===== src/rtl/core/pst_ram.sv =====
// ----------------------------------------------------------------------------
// pst_ram
// Generic simple dual-port RAM: one write port, one read port, registered read.
// ----------------------------------------------------------------------------
`timescale 1ns / 1ps
`default_nettype none

module pst_ram #(
	parameter int WIDTH = 1,
	parameter int DEPTH = 1024
) (
	input  wire logic                     clk,
	input  wire logic                     we,
	input  wire logic [$clog2(DEPTH)-1:0] waddr,
	input  wire logic [WIDTH-1:0]         wdata,
	input  wire logic                     re,
	input  wire logic [$clog2(DEPTH)-1:0] raddr,
	output      logic [WIDTH-1:0]         rdata_q
);

	logic [WIDTH-1:0] mem [DEPTH];

	always_ff @(posedge clk) begin
		if (we) begin
			mem[waddr] <= wdata;
		end
		if (re) begin
			rdata_q <= mem[raddr];
		end
	end

endmodule

`default_nettype wire


===== config.mk =====
export PLATFORM = sky130hd
export DESIGN_NAME = pst_ram
export DESIGN_NICKNAME = d
export VERILOG_FILES = /design/src/rtl/core/pst_ram.sv
export SDC_FILE = /design/constraint.sdc
export NUM_CORES = 1
export LEC_CHECK = 0
export BUFFER_PORTS_ARGS = -buffer_cell sky130_fd_sc_hd__buf_2
export CAP_MARGIN = 20
export CORE_UTILIZATION = 65
export DETAILED_ROUTE_END_ITERATION = 8
export PLACE_DENSITY_LB_ADDON = 0.1
export SLEW_MARGIN = 15
export SYNTH_ARGS = -nofsm -noshare
export SYNTH_HDL_FRONTEND = slang
export SYNTH_SLANG_ARGS = --single-unit

===== constraint.sdc =====
create_clock -name clk -period 6.8 [get_ports clk]
set_input_delay 0 -clock clk [delete_from_list [all_inputs] [get_ports clk]]
set_output_delay 0 -clock clk [all_outputs]
set_load 0.01 [all_outputs]

; After elaboration in Yosys (flattened, before gate mapping)
; Memories as Yosys holds them, arrays and structs flattened. A register that Yosys moved wholly into a read port is not among the register bits.
; Cells that the tools add are included.
[word_totals]
latchBits = 0
n_memories = 1
out_inout_bits = 1
reg_bits = 0
inputBits = 24
ramBits = 1024
mem_bits_ro = 0
[classes]
eq_ne = 0
n_div = 0
add_sub_neg = 0
bitwise_logic = 0
mul = 0
n_reduce_logical = 0
shift = 0
magnitude_cmp = 0
muxes = 2
[mem_list]
columns = name, words, width, read_ports, rd_ports_with_merged_regs, write_ports, line
row1 = mem, 1024, 1, 1, 1, 1, 21  ; logic [WIDTH-1:0] mem [DEPTH];
[ops]
columns = operator, n
row1 = 2-to-1 mux 1 bit, 2

; Depth between registers and ports, before layout
[logic_depth]
ltp_word = 2
ltp_mapped = 15
mapped_depth_nobuf = 8

; Worst setup path after synthesis
; No wires, ideal clock.
[synth_path]
path_type = in2reg
startpoint = input port raddr[0]
endpoint = register rdata_q, read port of mem, data pin
path_buffers = 4
setup_time_ns = 0.275
slack_ns = 4.388
t_arrival_ns = 2.137
cell_stages = 10
required_ns = 6.525
path_cell_list = buf_6 -> buf_12 -> buf_12 -> buf_2 -> mux4_2 -> mux4_2 -> a211oi_1 -> nor2_1 -> o311ai_1 -> o2111ai_1
[synth_lines]
columns = item, line
row1 = "start, declared", 17  ; input wire logic [$clog2(DEPTH)-1:0] raddr,
row2 = "end, declared", 18  ; output logic [WIDTH-1:0] rdata_q

==> results.json <==
{
  "routed_wl_um": 118600,
  "p_per_area_mw_per_mm2": 266.9,
  "syn_inst": 3112,
  "synth_fp_nets": 3136,
  "ys_warn_count": 0,
  "startpoint_type": "primary input",
  "synthTopCellsByArea": "edfxtp_1 69%, mux4_2 10%, nor2_1 8.7%, mux2i_1 2.8%, clkbuf_1 1.6%",
  "path_max_fanout": 85,
  "seq_area_mm2": 0.03078,
  "ant_nets": 0,
  "finalCritPeriodShare_pct": 45.76,
  "crit_type": "primary input to register",
  "gp_congestion": 0.8089,
  "finalPower_mw": 12.95,
  "cts_max_level": 3,
  "comb_power_share_pct": 5.2,
  "clock-skew-final_ns": 0.01795,
  "rsz0062_at_grt": "false",
  "num_rows": 95,
  "max_freq_mhz": 321.4,
  "postCtsSetupBuffers": 0,
  "hold_violations": 0,
  "internal-power_mw": 10.16,
  "die_w_um": 264.1,
  "leakagePower_nw": 14.45,
  "synthArstFlopShare_pct": 0,
  "max_stage_delay_ns": 0.59,
  "antenna_found_initial": 5,
  "multiInputGateArea_mm2": 0.01267,
  "grt_pass1_vias": 26330,
  "wl_per_cell_um": 29.93,
  "syn-mean-instance-area_um2": 14.35,
  "max_cap_viol_count": 0,
  "tns_ns": 0,
  "min_period_ns": 3.112,
  "n_fill_cell": 4339,
  "grt_max_degree": 305,
  "nNetsFinal": 3033,
  "ys_ff_latch": 1025,
  "outcome": "complete, no violations",
  "clock-sinks": 1025,
  "drc": 0,
  "synthesis.area_mm2": 0.04467,
  "insertion_delay_ns": 0.66,
  "core_area_mm2": 0.06763,
  "synth_cell_types": 55,
  "synth_top_area_share_pct": 68.91,
  "via_count": 27010,
  "place_hpwl_um": 59720,
  "first_pass_iters": 6,
  "track_usage_pct": 34.39,
  "power.switching_mw": 2.790,
  "dieHeight_um": 264.1,
  "slew_headroom_pct": 21.35,
  "synth_top_cell_by_area": "edfxtp_1",
  "synth-edff-count": 1025,
  "pwr-share-clk_pct": 41.0,
  "via_per_inst": 6.817,
  "first_iter_violations": 4090,
  "critPathCaptureType": "register",
  "seq_area_frac_synth_pct": 68.91,
  "holdWs_ns": 0.1288,
  "clockRootBuffer": "clkbuf_16",
  "cts_tree": "built",
  "vdd_drop_max_uv": 256.7,
  "hp-class": "primary input to register",
  "tightest_slew_ns": 1.180,
  "synth_top_flop_cell": "edfxtp_1",
  "slowest_stage": "mux4_2",
  "port-buffer-count": 24,
  "layout_commonest_cell": "nor2_1",
  "required_ns": 7.19,
  "initial_core_util_pct": 66.04,
  "boundaryPins": 25,
  "final_cell_mix": "1036 x nor2_1, 1025 x edfxtp_1, 200 x mux4_2, 123 x mux2i_1, 103 x clkbuf_16",
  "area_growth_pct": 8.670,
  "drv_slew": 0,
  "pwr-share-seq_pct": 53.7,
  "grt_overflow_total": 0,
  "die-area_mm2": 0.06977,
  "arrival_ns": 3.51,
  "switching_share_pct": 21.54,
  "drive_above_1_share_pct": 14.97,
  "clk_pin_slew_worst_paths_ns": 0.06,
  "clock_path_buffers": 3,
  "final_util_pct": 71.77,
  "final-setup-viol-count": 0,
  "numCtsBuffers": 101,
  "crit_path_cell_trace": "buf_8 -> buf_12 -> mux4_2 -> a22o_1 -> a221oi_1 -> o21ai_0 -> nor3_1 -> a311oi_1 -> nor4_1 -> o2111ai_1",
  "grt_pass1_wl_um": 170800
}
registers in the layout (all words and copies together) (netlist names):
name / flops
rdata_q: 1
mem: 1024
Yosys cell counts, drive strengths merged, types with 6 or more instances:
cell     number
nor3         37
nand4        10
clkbuf      189
nand3        37
and2          6
nor2       1036
edfxtp     1025
o21ai        13
mux2i       123
nand2        86
o22ai        28
a21oi        37
mux4        214
nor2b        11
a22oi        17
nand2b        8
nor3b         8
o221ai       49
a2111oi       6
buf         114
what timing repair did:
item	in CTS	in global routing
hold buffers	10	0
gates resized for setup	0	0
endpoints found under the hold margin	190	0
routing by layer:
layer	up-vias	part of all wire, %	track usage [%]
met2	1699	48	54.82
met4	4	4.0	12.66
met5	-	0.017	0
li1	11290	-	-
met3	294	12	6.133
met1	13720	36	48.34
area by class of cell:
type                    instances  area share [%]
flip-flops and latches       1025           63.41
multi-input cells            1778           26.10
clock buffers                 124           5.472
well taps                     873           2.250
repair buffers                 97           1.817
clock inverters                56          0.8842
inverters                       6         0.04640
diodes                          3         0.01547
cells by family (layout without fill, tap and decap cells):
| family | after synthesis | count (layout) | share of synthesized area [%] |
|---|---|---|---|
| mux | 340 | 340 | 13.74 |
| compound gates | 178 | 178 | 2.829 |
| buf+inv | 309 | 283 | 3.297 |
| flops | 1025 | 1025 | 68.91 |
| other cells | 0 | 3 | 0 |
| simple gates | 1260 | 1260 | 11.22 |
final timing paths:
kind	from	endpoint	slack [ns]	cells after the start
max	raddr[0]	rdata_q	3.69	10
min	waddr[5]	mem[264]	0.13	4
max reg2reg	mem[258]	rdata_q	3.84	8
min reg2reg	mem[608]	rdata_q	1.27	6
power by group through the flow:
| stage | logic, mW | registers (mW) | clock network [mW] |
|---|---|---|---|
| 3_3_place_gp | 0.648 | 7.09 | 0 |
| 5_1_grt | 0.711 | 6.96 | 5.55 |
| 6_report | 0.679 | 6.96 | 5.32 |
| 4_1_cts | 0.666 | 6.96 | 5.33 |
| 3_5_place_dp | 0.660 | 7.09 | 0 |
| 2_1_floorplan | 0.402 | 7.09 | 0 |
worst max-delay path, delay by kind of cell:
kind | cells | cell delay (ns)
AOI/OAI and AO/OA | 5 | 1.08
muxes | 1 | 0.59
buffers and inverters | 2 | 1.00
and+or+nand+nor | 2 | 0.65
metrics by stage:
step	cell area (um^2)	setup WS, ns	instances
after global placement	45180	3.031	3758
final	48540	3.688	3962
after CTS	48370	3.686	3949
after floorplan	44670	4.388	3112
after detailed placement	45180	2.999	3759
after global routing	48530	3.497	3959
No activity file was read; power rests on OpenSTA's default activity.
